`src/hdl/sha256_stream_hasher_unit_assert.svh`:
```
// assertion macros for the stream hasher
`ifndef SHA256_STREAM_HASHER_UNIT_ASSERT_SVH
`define SHA256_STREAM_HASHER_UNIT_ASSERT_SVH
`ifndef SYNTHESIS
`define SHA_ASSERT_IMP(label, clk, rst_n, a, c, msg) \
	label: assert property (@(posedge clk) disable iff (!rst_n) (a) |-> (c)) else $error(msg);
`define SHA_ASSERT_NXT(label, clk, rst_n, a, c, msg) \
	label: assert property (@(posedge clk) disable iff (!rst_n) (a) |=> (c)) else $error(msg);
`else
`define SHA_ASSERT_IMP(label, clk, rst_n, a, c, msg)
`define SHA_ASSERT_NXT(label, clk, rst_n, a, c, msg)
`endif
`endif

```
`src/hdl/sha256_pkg.sv`:
```
package sha256_pkg;

	typedef enum logic [2:0] {
		ST_IDLE,
		ST_PAD,
		ST_LOAD,
		ST_ROUND,
		ST_ADD,
		ST_OUT
	} state_t;

	localparam logic [2:0] REG_IV_SELECT = 3'd0;
	localparam logic [2:0] REG_IV_01     = 3'd1;
	localparam logic [2:0] REG_IV_23     = 3'd2;
	localparam logic [2:0] REG_IV_45     = 3'd3;
	localparam logic [2:0] REG_IV_67     = 3'd4;
	localparam logic [2:0] REG_LEN_OFS   = 3'd5;

	localparam logic [7:0] PAD_BYTE = 8'h80;

	function automatic logic [31:0] round_k(input logic [5:0] i);
		logic [31:0] k [64];
		k = '{
			32'h428a2f98,32'h71374491,32'hb5c0fbcf,32'he9b5dba5,32'h3956c25b,32'h59f111f1,
			32'h923f82a4,32'hab1c5ed5,32'hd807aa98,32'h12835b01,32'h243185be,32'h550c7dc3,
			32'h72be5d74,32'h80deb1fe,32'h9bdc06a7,32'hc19bf174,32'he49b69c1,32'hefbe4786,
			32'h0fc19dc6,32'h240ca1cc,32'h2de92c6f,32'h4a7484aa,32'h5cb0a9dc,32'h76f988da,
			32'h983e5152,32'ha831c66d,32'hb00327c8,32'hbf597fc7,32'hc6e00bf3,32'hd5a79147,
			32'h06ca6351,32'h14292967,32'h27b70a85,32'h2e1b2138,32'h4d2c6dfc,32'h53380d13,
			32'h650a7354,32'h766a0abb,32'h81c2c92e,32'h92722c85,32'ha2bfe8a1,32'ha81a664b,
			32'hc24b8b70,32'hc76c51a3,32'hd192e819,32'hd6990624,32'hf40e3585,32'h106aa070,
			32'h19a4c116,32'h1e376c08,32'h2748774c,32'h34b0bcb5,32'h391c0cb3,32'h4ed8aa4a,
			32'h5b9cca4f,32'h682e6ff3,32'h748f82ee,32'h78a5636f,32'h84c87814,32'h8cc70208,
			32'h90befffa,32'ha4506ceb,32'hbef9a3f7,32'hc67178f2};
		return k[i];
	endfunction

	function automatic logic [31:0] std_iv(input logic [2:0] i);
		logic [31:0] v [8];
		v = '{32'h6a09e667,32'hbb67ae85,32'h3c6ef372,32'ha54ff53a,
			32'h510e527f,32'h9b05688c,32'h1f83d9ab,32'h5be0cd19};
		return v[i];
	endfunction

endpackage

```
`src/hdl/sha256_stream_hasher_unit.sv`:
```
// SHA-256 over a byte stream.
// Input s_axis: tdata = data_byte [7:0]; tlast = last_byte; tuser = no_byte.
// A last word closes the message: padding and the length field are added
// and the digest goes out on m_axis as eight words, word 0 first.
// m_axis tdata = {word_index [34:32], digest_word [31:0]} in 40 bits, tlast
// marks word 7.
// Bytes go to a 16x32 block memory and are taken only while idle. A byte
// that fills the block starts compression: 16 load + 48 schedule rounds
// (memory read at one port), plus an add step.
// A last word adds padding (the 0x80 byte, zero writes and the length) and
// one or two compressions, then the digest words go out; a stalled receiver holds each word.
// Config is a write port: cfg_we, cfg_addr (register index), cfg_wdata.
// Reset clears control state; chaining value loads from the selected IV on
// the first word of each message.
module sha256_stream_hasher_unit (
	input  logic        clk,
	input  logic        arst_n,
	input  logic        s_axis_tvalid,
	output logic        s_axis_tready,
	input  logic [7:0]  s_axis_tdata,  // data_byte
	input  logic        s_axis_tlast,
	input  logic        s_axis_tuser,  // no_byte
	output logic        m_axis_tvalid,
	input  logic        m_axis_tready,
	output logic [39:0] m_axis_tdata,  // digest_word, word_index, zero fill
	output logic        m_axis_tlast,
	input  logic        cfg_we,
	input  logic [2:0]  cfg_addr,
	input  logic [63:0] cfg_wdata
);
	import sha256_pkg::*;
`include "sha256_stream_hasher_unit_assert.svh"

	state_t state_q, state_d;
	logic        iv_sel_q;
	logic [63:0] iv_q [4];
	logic [31:0] len_ofs_q;
	logic [5:0]  fill_q;
	logic [60:0] cnt_q;
	logic        open_q;
	logic        final_q;
	logic [31:0] cv_q [8];
	logic [255:0] wk_q;
	logic [6:0]  rnd_q;
	logic [31:0] win_q [16];
	logic [2:0]  oidx_q;
	logic [31:0] word_q;
	// padding_q: message closing; final_q: block carries the length;
	// two_q: one more pad block follows this compression
	logic padding_q, two_q;

	// block memory, byte lanes merged with a held copy of the current word
	logic        bwe;
	logic [3:0]  bwaddr, braddr;
	logic [31:0] bwdata, brdata;
	sha256_ram #(.WIDTH(32), .DEPTH(16)) u_buf (
		.clk(clk), .we(bwe), .waddr(bwaddr), .wdata(bwdata),
		.raddr(braddr), .rdata(brdata));

	logic acc, has_byte;
	logic [31:0] wt, s0, s1, w15, w2;
	logic [255:0] rnext;
	logic [63:0] len_sum;
	logic [63:0] bits;
	logic [5:0]  fill_nx;

	assign s_axis_tready = (state_q == ST_IDLE);
	assign acc = s_axis_tvalid && s_axis_tready;
	assign has_byte = !s_axis_tuser;
	assign fill_nx = fill_q + 6'd1;

	always_comb begin
		w15 = win_q[1];
		w2  = win_q[14];
		s0 = {w15[6:0], w15[31:7]} ^ {w15[17:0], w15[31:18]} ^ (w15 >> 3);
		s1 = {w2[16:0], w2[31:17]} ^ {w2[18:0], w2[31:19]} ^ (w2 >> 10);
		wt = (rnd_q < 7'd16) ? brdata : s1 + win_q[9] + s0 + win_q[0];
	end

	sha256_round u_round (.abcd(wk_q), .kw(wt + round_k(rnd_q[5:0])), .next(rnext));

	assign len_sum = {3'd0, cnt_q} + {32'd0, len_ofs_q};
	assign bits = {len_sum[60:0], 3'd0};

	// pad sequence: fill_q walks from the 0x80 slot (or from 0 in a second pad block) to the end of the block
	always_comb begin
		bwe = 1'b0;
		bwaddr = fill_q[5:2];
		bwdata = word_q;
		braddr = rnd_q[3:0];
		state_d = state_q;
		case (state_q)
			ST_IDLE: begin
				if (acc && (has_byte || s_axis_tlast)) begin
					if (has_byte) begin
						bwe = 1'b1;
						case (fill_q[1:0])
							2'd0: bwdata = {s_axis_tdata, 24'd0};
							2'd1: bwdata = {word_q[31:24], s_axis_tdata, 16'd0};
							2'd2: bwdata = {word_q[31:16], s_axis_tdata, 8'd0};
							default: bwdata = {word_q[31:8], s_axis_tdata};
						endcase
					end
					if (has_byte && fill_q == 6'd63)
						state_d = ST_LOAD;
					else if (s_axis_tlast)
						state_d = ST_PAD;
				end
			end
			ST_PAD: begin
				bwe = 1'b1;
				if (fill_q[5:2] == 4'd14 && final_q)
					bwdata = bits[63:32];
				else if (fill_q[5:2] == 4'd15 && final_q)
					bwdata = bits[31:0];
				else
					case (fill_q[1:0])
						2'd0: bwdata = {(open_q ? PAD_BYTE : 8'd0), 24'd0};
						2'd1: bwdata = {word_q[31:24], (open_q ? PAD_BYTE : 8'd0), 16'd0};
						2'd2: bwdata = {word_q[31:16], (open_q ? PAD_BYTE : 8'd0), 8'd0};
						default: bwdata = {word_q[31:8], (open_q ? PAD_BYTE : 8'd0)};
					endcase
				if (fill_q == 6'd63)
					state_d = ST_LOAD;
			end
			ST_LOAD: state_d = ST_ROUND;
			ST_ROUND: begin
				braddr = rnd_q[3:0] + 4'd1;
				if (rnd_q == 7'd63)
					state_d = ST_ADD;
			end
			ST_ADD: begin
				if (padding_q && two_q)
					state_d = ST_PAD;
				else if (padding_q)
					state_d = ST_OUT;
				else
					state_d = ST_IDLE;
			end
			ST_OUT: begin
				if (m_axis_tready && oidx_q == 3'd7)
					state_d = ST_IDLE;
			end
			default: state_d = ST_IDLE;
		endcase
	end

	always_ff @(posedge clk or negedge arst_n) begin
		if (!arst_n) begin
			state_q <= ST_IDLE;
			iv_sel_q <= 1'b0;
			for (int i = 0; i < 4; i++) iv_q[i] <= '0;
			len_ofs_q <= '0;
			fill_q <= '0;
			cnt_q <= '0;
			open_q <= 1'b0;
			final_q <= 1'b0;
			padding_q <= 1'b0;
			two_q <= 1'b0;
			rnd_q <= '0;
			oidx_q <= '0;
			for (int i = 0; i < 8; i++) cv_q[i] <= std_iv(3'(i));
		end else begin
			state_q <= state_d;
			if (cfg_we)
				case (cfg_addr)
					REG_IV_SELECT: iv_sel_q <= cfg_wdata[0];
					REG_IV_01: iv_q[0] <= cfg_wdata;
					REG_IV_23: iv_q[1] <= cfg_wdata;
					REG_IV_45: iv_q[2] <= cfg_wdata;
					REG_IV_67: iv_q[3] <= cfg_wdata;
					REG_LEN_OFS: len_ofs_q <= cfg_wdata[31:0];
					default: ;
				endcase
			case (state_q)
				ST_IDLE: begin
					if (acc && (has_byte || s_axis_tlast)) begin
						if (!open_q) begin
							for (int i = 0; i < 8; i++)
								cv_q[i] <= iv_sel_q ? (i[0] ? iv_q[i/2][31:0] : iv_q[i/2][63:32])
									: std_iv(3'(i));
						end
						open_q <= 1'b1;
						if (has_byte) begin
							fill_q <= fill_q + 6'd1;
							cnt_q <= (open_q ? cnt_q : 61'd0) + 61'd1;
						end else if (!open_q)
							cnt_q <= '0;
						if (s_axis_tlast) begin
							padding_q <= 1'b1;
							// 0x80 slot plus room for length decides one or two blocks
							final_q <= ((has_byte ? fill_q + 6'd1 : fill_q) < 6'd56)
								&& !(has_byte && fill_q == 6'd63);
							two_q <= !(((has_byte ? fill_q + 6'd1 : fill_q) < 6'd56)
								&& !(has_byte && fill_q == 6'd63));
						end
					end
				end
				ST_PAD: begin
					fill_q <= fill_q + 6'd1;
					open_q <= 1'b0;
				end
				ST_LOAD: rnd_q <= '0;
				ST_ROUND: rnd_q <= rnd_q + 7'd1;
				ST_ADD: begin
					fill_q <= '0;
					if (padding_q) begin
						if (two_q) begin
							two_q <= 1'b0;
							final_q <= 1'b1;
						end else begin
							padding_q <= 1'b0;
							final_q <= 1'b0;
							oidx_q <= '0;
						end
					end
				end
				ST_OUT: if (m_axis_tready) oidx_q <= oidx_q + 3'd1;
				default: ;
			endcase
			if (state_q == ST_ADD)
				for (int i = 0; i < 8; i++)
					cv_q[i] <= cv_q[i] + wk_q[255-32*i -: 32];
		end
	end

	always_ff @(posedge clk) begin
		if (bwe)
			word_q <= (bwaddr != fill_nx[5:2]) ? 32'd0 : bwdata;
		if (state_q == ST_ADD)
			word_q <= '0;
		if (state_q == ST_LOAD)
			wk_q <= {cv_q[0], cv_q[1], cv_q[2], cv_q[3], cv_q[4], cv_q[5], cv_q[6], cv_q[7]};
		if (state_q == ST_ROUND) begin
			wk_q <= rnext;
			for (int i = 0; i < 15; i++) win_q[i] <= win_q[i+1];
			win_q[15] <= wt;
		end
	end

	// after the last compression the machine moves from ADD to OUT
	logic out_q;
	always_ff @(posedge clk or negedge arst_n) begin
		if (!arst_n)
			out_q <= 1'b0;
		else if (state_q == ST_ADD && padding_q && !two_q)
			out_q <= 1'b1;
		else if (state_q == ST_OUT && m_axis_tready && oidx_q == 3'd7)
			out_q <= 1'b0;
	end

	assign m_axis_tvalid = (state_q == ST_IDLE) ? 1'b0 : (state_q == ST_OUT);
	assign m_axis_tdata = {5'd0, oidx_q, cv_q[oidx_q]};
	assign m_axis_tlast = (oidx_q == 3'd7);

	`SHA_ASSERT_IMP(a_out_busy, clk, arst_n, m_axis_tvalid, !s_axis_tready, "busy while out")
	`SHA_ASSERT_NXT(a_round_step, clk, arst_n, state_q == ST_ROUND && rnd_q != 7'd63,
		state_q == ST_ROUND, "round break")
	`SHA_ASSERT_IMP(a_out_flag, clk, arst_n, state_q == ST_OUT, out_q, "out flag")
endmodule

```
`src/hdl/sha256_ram.sv`:
```
module sha256_ram #(
	parameter int WIDTH = 32,
	parameter int DEPTH = 16
) (
	input  logic                     clk,
	input  logic                     we,
	input  logic [$clog2(DEPTH)-1:0] waddr,
	input  logic [WIDTH-1:0]         wdata,
	input  logic [$clog2(DEPTH)-1:0] raddr,
	output logic [WIDTH-1:0]         rdata
);
	logic [WIDTH-1:0] mem_q [DEPTH];

	always_ff @(posedge clk) begin
		if (we)
			mem_q[waddr] <= wdata;
		rdata <= mem_q[raddr];
	end
endmodule

```
`src/hdl/sha256_round.sv`:
```
module sha256_round (
	input  logic [255:0] abcd,
	input  logic [31:0]  kw,
	output logic [255:0] next
);
	logic [31:0] a, b, c, d, e, f, g, h, t1, t2;

	always_comb begin
		{a, b, c, d, e, f, g, h} = abcd;
		t1 = h + ({e[5:0], e[31:6]} ^ {e[10:0], e[31:11]} ^ {e[24:0], e[31:25]})
			+ ((e & f) ^ (~e & g)) + kw;
		t2 = ({a[1:0], a[31:2]} ^ {a[12:0], a[31:13]} ^ {a[21:0], a[31:22]})
			+ ((a & b) ^ (a & c) ^ (b & c));
		next = {t1 + t2, a, b, c, d + t1, e, f, g};
	end
endmodule
```
`config.mk`:
```
export PLATFORM = sky130hd
export DESIGN_NAME = sha256_stream_hasher_unit
export DESIGN_NICKNAME = d
export VERILOG_FILES = /design/src/hdl/sha256_pkg.sv /design/src/hdl/sha256_stream_hasher_unit.sv /design/src/hdl/sha256_ram.sv /design/src/hdl/sha256_round.sv
export VERILOG_INCLUDE_DIRS = /design/src /design/src/hdl
export SDC_FILE = /design/constraint.sdc
export NUM_CORES = 2
export LEC_CHECK = 0
export BUFFER_PORTS_ARGS = -buffer_cell sky130_fd_sc_hd__buf_2
export CORE_ASPECT_RATIO = 0.8
export CORE_UTILIZATION = 46
export DETAILED_ROUTE_END_ITERATION = 10
export HOLD_SLACK_MARGIN = 0.03
export PLACE_DENSITY_LB_ADDON = 0.1
export SLEW_MARGIN = 25
export SYNTH_ARGS = -nofsm -noshare
export SYNTH_HDL_FRONTEND = slang
export SYNTH_HIERARCHICAL = 1
export SYNTH_SLANG_ARGS = --single-unit
```
`constraint.sdc`:
```
create_clock -name clk -period 24.6 [get_ports clk]
set_input_delay 1.23 -clock clk [delete_from_list [all_inputs] [get_ports clk]]
set_output_delay 1.23 -clock clk [all_outputs]
set_load 0.1 [all_outputs]
```
# [After elaboration in Yosys (flattened, before gate mapping)]
# Memory sizes are Yosys's and may differ from the RTL's. A register that Yosys moved wholly into a read port is not among the register bits.
# Index checks and enable logic that the tools add are counted.
[classes] bitwise_logic=19 muxes=72 addsub=24 n_eq_ne=28 reduce_logical=35 magnitude_cmp=4
[ops] operator="256-bit 2-to-1 mux" count=6
[ops] operator="32-bit adder" count=18
[ops] operator="32-bit 2-to-1 mux" count=18
[ops] operator="32-bit XOR" count=9
[ops] operator="32-bit one-hot mux with 3 select lines" count=2
[ops] operator="32-bit bitwise AND" count=5
[ops] operator="61-bit 2-to-1 mux" count=2
[ops] operator="32-bit binary-select mux with 3-bit select" count=1
[ops] operator="32-bit one-hot mux with 2 select lines" count=1
[ops] operator="61-bit by 1-bit adder with 61-bit output (second input constant)" count=1
[ops] operator="61-bit by 32-bit adder with 61-bit output" count=1
[ops] operator="3-bit 2-to-1 mux" count=11
[ops] operator="32-bit inverter" count=1
[ops] operator="32-bit by 22-bit XOR with 32-bit output" count=1
[ops] operator="32-bit by 29-bit XOR with 32-bit output" count=1
[ops] operator="1-bit 2-to-1 mux" count=18
[ops] operator="3-bit one-hot mux with 6 select lines" count=1
[ops] operator="6-bit one-hot mux with 3 select lines" count=1
[ops] operator="2-bit AND reduction" count=9
[ops] operator="3-bit == test (second input constant)" count=5
[ops] operator="7-bit one-hot mux with 2 select lines" count=1
[ops] operator="3-bit by 2-bit == test with 1-bit output (second input constant)" count=4
[ops] operator="6-bit 2-to-1 mux" count=2
[ops] operator="2-bit != test (second input constant)" count=6
[ops] operator="33 further kinds" count=57
[word_totals] output_inout_bits=43 word_cells=210 mem_bits_rw=1024 n_memories=3 romBits=2048 inputBits=82 reg_bits=917
[memory_table] memory="(name not given)" depth=64 width=32 rd=1 rd_clocked_by_memory_dff=0 write_ports=0 line_no="sha256_pkg.sv:35" text="return k[i];"
[memory_table] memory="u_buf.mem_q" depth=16 width=32 rd=1 rd_clocked_by_memory_dff=1 write_ports=1 line_no="sha256_ram.sv:12" text="logic [WIDTH-1:0] mem_q [DEPTH];"
[memory_table] memory="win_q" depth=16 width=32 rd=16 rd_clocked_by_memory_dff=0 write_ports=16 line_no="sha256_stream_hasher_unit.sv:45" text="logic [31:0] win_q [16];"

# [Logic depth before layout (Yosys ltp)]
# An unclocked memory read counts as a cell.
[logic_depth] depth_word=11 depth_mapped=53 depth_no_buf=53

# [Hierarchy]
# Netlist, hierarchy kept.
[by_module_without_submodules] mod="sha256_stream_hasher_unit" n_inst=1 cells_each=7547 area_per_inst_um2=79775.3 seq_area_each_um2=39613.0
[by_module_without_submodules] mod="sha256_ram" n_inst=1 cells_each=838 area_per_inst_um2=19835.3 seq_area_each_um2=16015.4
[by_module_without_submodules] mod="sha256_round" n_inst=1 cells_each=1250 area_per_inst_um2=10241.1 seq_area_each_um2=0.0

# [Worst setup path before layout]
# No wires, ideal clock.
[synth_timing] path_kind="reg2reg" startpoint="register state_q[2]" endpoint="register u_buf.rdata[10], read port of u_buf.mem_q" slack_ns=-0.006 path_stages_with_launch=15 setup_time_ns=0.120 t_arrival_ns=24.486 required_ns=24.480 synth_period_minus_slack_ns=24.606 n_path_buf=5 cell_sequence="dfrtp_1 buf_6 nand2b_1 inv_1 nand2_1 inv_1 clkbuf_1 clkbuf_1 ha_1 inv_1 buf_2 buf_2 mux4_2 a22oi_1 nand2_1"
[synth_between] elab_chain_len=2
[synth_rtl] element="start, declared" line_no="sha256_stream_hasher_unit.sv:34" text="state_t state_q, state_d;"
[synth_rtl] element="start signal, assigned" line_no="sha256_stream_hasher_unit.sv:164" text="state_q <= state_d;"
[synth_rtl] element="3-bit by 2-bit == test with 1-bit output" line_no="sha256_stream_hasher_unit.sv:92" text="case (state_q)"
[synth_rtl] element="4-bit 2-to-1 mux" line_no="sha256_stream_hasher_unit.sv:92"
[synth_rtl] element="via braddr[0]" line_no="sha256_stream_hasher_unit.sv:54" text="logic [3:0] bwaddr, braddr;"
[synth_rtl] element="end, declared" line_no="sha256_ram.sv:10" text="output logic [WIDTH-1:0] rdata"
# The timed path passes the listed nets, and every way through them passes these cells.
# A chain may end at the register's enable or synchronous reset.

==> metrics.md <==
| Metric | Value |
|---|---|
| Post-synth EDFFs | 1280 |
| Hold Vio Cnt, Final | 0 |
| Starting Density | 0.463 |
| Via density | 6.13 |
| Worst Path Max Fanout | 8 |
| Distinct cells, synth | 126 |
| Multi-input logic area | 50000 sq um |
| Primary FF master, synth | edfxtp_1 |
| Final worst slack | 12.40 ns |
| Vias in the first global route | 74300 |
| Worst skew pair latency | 0.91 ns |
| Most frequent cells in the layout | 1335 x nand2_1, 1280 x edfxtp_1, 528 x a21oi_1 |
| H-tree depth | 4 |
| Max-slew violation count | 0 |
| Post-CTS Setup Inserts | 0 |
| Worst Hold Class | input port to asynchronous set/reset pin |
| Synth Instances | 9635 |
| Commonest non-fill, non-tap cell in the layout | nand2_1 |
| TNS Setup | 0 ns |
| Clk root buf | clkbuf_16 |
| Ports | 125 |
| Largest net degree at the start of global routing | 184 |
| Slew headroom | 0.258 |
| Crit Path Category | flip-flop to flip-flop |
| Row Count | 160 |
| Synth Cell Area | 110000 sq um |
| Post-CTS Resized | 0 |
| Nets | 10200 |
| Fin cells | 12900 |
| Cell taking the most area after synthesis | edfxtp_1 |
| FILL cells | 21200 |
| Mapped Avg Cell Area | 11.4 sq um |
| TritonCTS buffer count | 214 |
| Worst Path Required | 25.23 ns |
| Grt ovf | 0 |
| Final setup fails | 0 |
| Layout cells sized above 1 | 0.142 |
| Port bufs | 119 |
| Synth top area cells | edfxtp_1 35%, dfrtp_1 11%, ha_1 5.2% |
| Register area share after synthesis | 0.506 |
| CTS hold repair buffers | 0 |
| Crit-path most repeated cell | fa_1 |
| Die height | 439 um |
| Hpwl dp | 272000 um |
| First-pass GRT wire length | 544000 um |
| Tightest Pin Transition | 1.10 ns |
| Wirelength per Cell | 29.5 um |
| DRC errors left | 0 |
| CTS clk-pin slew, worst paths | 0.06 ns |
| Ys async rst share | 0.319 |
| Area fraction of the dominant cell type after synthesis | 0.350 |
| Antenna viol nets, final | 0 |
| Yosys Warn Count | 6 |
| Crit-path max cell delay | 0.65 ns |
| Clock period minus final worst setup slack | 12.20 ns |
| Place WS | 12.47 ns |
| Initial antenna violation count | 33 |
| Synth-to-Final Area Change | 9.20% |
| Placeable Area | 237000 sq um |
| Clock sinks | 1973 |
| CTS tree | yes |
| Max_cap viols | 0 |
| Critical Path Sink Type | flip-flop |
| DIE WIDTH | 548 um |
| Final core utilization | 0.505 |
| Register area | 55600 sq um |
| Crit share post-route | 0.496 |
| Clock Path Buffers | 4 |
| Die area | 241000 sq um |
| Unrepaired setup endpoints after global routing | false |
| GP Congestion | 0.995 |
| DRT Pass-1 Iters | 7 |
| GRT Resource Usage Total | 0.312 |
| Slowest cell on the critical path | a311oi_1 |
| Status | completed |
| Max Clk Rate | 82.0 MHz |
| Critical Path AT | 12.83 ns |
| Total Wirelength | 380000 um |
| Routed vias | 79000 |
| Initial detailed-routing violation count | 9537 |
| Post-Place Cells | 12400 |
| Number of synthesized register bits | 1973 |
| Clk_skew | 0.0867 ns |
| CP Launch Type | flip-flop |
-- synthesized netlist by cell type, drive strengths merged (24+ instances only) --
cell    number
a211oi      73
a21o       221
a21oi      536
a221oi      27
a22oi       78
a31oi      146
and2        38
and3        99
buf        268
clkbuf     342
dfrtp      493
dfstp      136
dfxtp       64
edfxtp    1280
fa         167
ha         460
inv        389
maj3        24
mux2       335
mux2i       34
mux4       194
nand2     1338
nand2b      68
nand3      189
nand3b     116
nand4       44
nor2       434
nor2b       61
nor3       144
o211ai     142
o21a        63
o21ai      474
o21bai      58
o22ai       36
o31ai       34
or3         41
xnor2      456
xor2       226
-- state kept, by name, summed over array words and instances, names as in the netlist --
register     flops
iv_sel_q         1
final_q          1
rnd_q            7
cv_q           256
win_q          512
open_q           1
word_q          32
padding_q        1
len_ofs_q       32
wk_q           256
u_buf/rdata     32
cnt_q           61
state_q          3
u_buf/mem_q    512
fill_q           6
two_q            1
iv_q           256
oidx_q           3
-- critical path: cells and delay by family, from the launching register on --
family                   cells  cell delay (ns)
AND/OR/NAND/NOR             11             1.44
AO/OA/AOI/OAI               15             4.36
XOR/XNOR                     4             0.91
adder cells (fa/ha/maj)     10             4.49
flip-flops                   1             0.47
buffers and inverters        3             0.25
-- layout make-up --
cell class | instances | area share
flip-flops and latches | 1973 | 0.464
multi-input cells | 6665 | 0.416
clock buffers | 296 | 0.0498
well taps | 3159 | 0.0330
repair buffers | 258 | 0.0147
inverters | 391 | 0.0124
clock inverters | 90 | 0.00873
diodes | 50 | 0.00104
-- final timing paths --
| path | start | endpoint | slack (ns) | cells past startpoint |
|---|---|---|---|---|
| worst max-delay path | win_q[0][40]$_DFFE_PP_ | wk_q[255]$_DFFE_PP_ | 12.40 | 43 |
| worst min-delay path | arst_n | iv_q[161]$_DFFE_PN0P_ | 0.36 | 1 |
| worst max register to register | win_q[0][40]$_DFFE_PP_ | wk_q[255]$_DFFE_PP_ | 12.40 | 43 |
| worst min register to register | win_q[1][250]$_DFFE_PP_ | win_q[1][218]$_DFFE_PP_ | 0.40 | 0 |
| max in group asynchronous | arst_n | iv_q[214]$_DFFE_PN0P_ | 21.09 | 4 |
| min in group clk | win_q[1][250]$_DFFE_PP_ | win_q[1][218]$_DFFE_PP_ | 0.40 | 0 |
-- kinds of logic (layout without fill, tap and decap cells) --
family | after synthesis | count (layout) | share of synthesized area
simple gates | 2646 | 2646 | 0.110
fa+ha+maj | 651 | 651 | 0.0850
buf+inv | 1001 | 1035 | 0.0417
xor+xnor | 682 | 682 | 0.0544
mux | 563 | 563 | 0.0772
other cells | 1 | 55 | 0.0000341
flops | 1973 | 1973 | 0.506
compound gates | 2118 | 2118 | 0.125
-- per-layer routing --
metal,up-vias,global-route usage,part of all wire
met3,400,0.0770,0.097
met2,3528,0.428,0.41
li1,34800,-,-
met4,4,0.0606,0.019
met5,-,0.00651,0.000068
met1,40300,0.493,0.48
-- stage by stage --
step                hold WS (ns)  instance area (sq um)
floorplan                  0.400                 110000
global placement           0.400                 113000
detailed placement         0.405                 113000
CTS                        0.353                 120000
global route               0.396                 120000
finish                     0.355                 120000
Power is left out: the tool's default activity adds up to more than one toggle a clock period on the data nets, which glitch-free logic cannot reach.
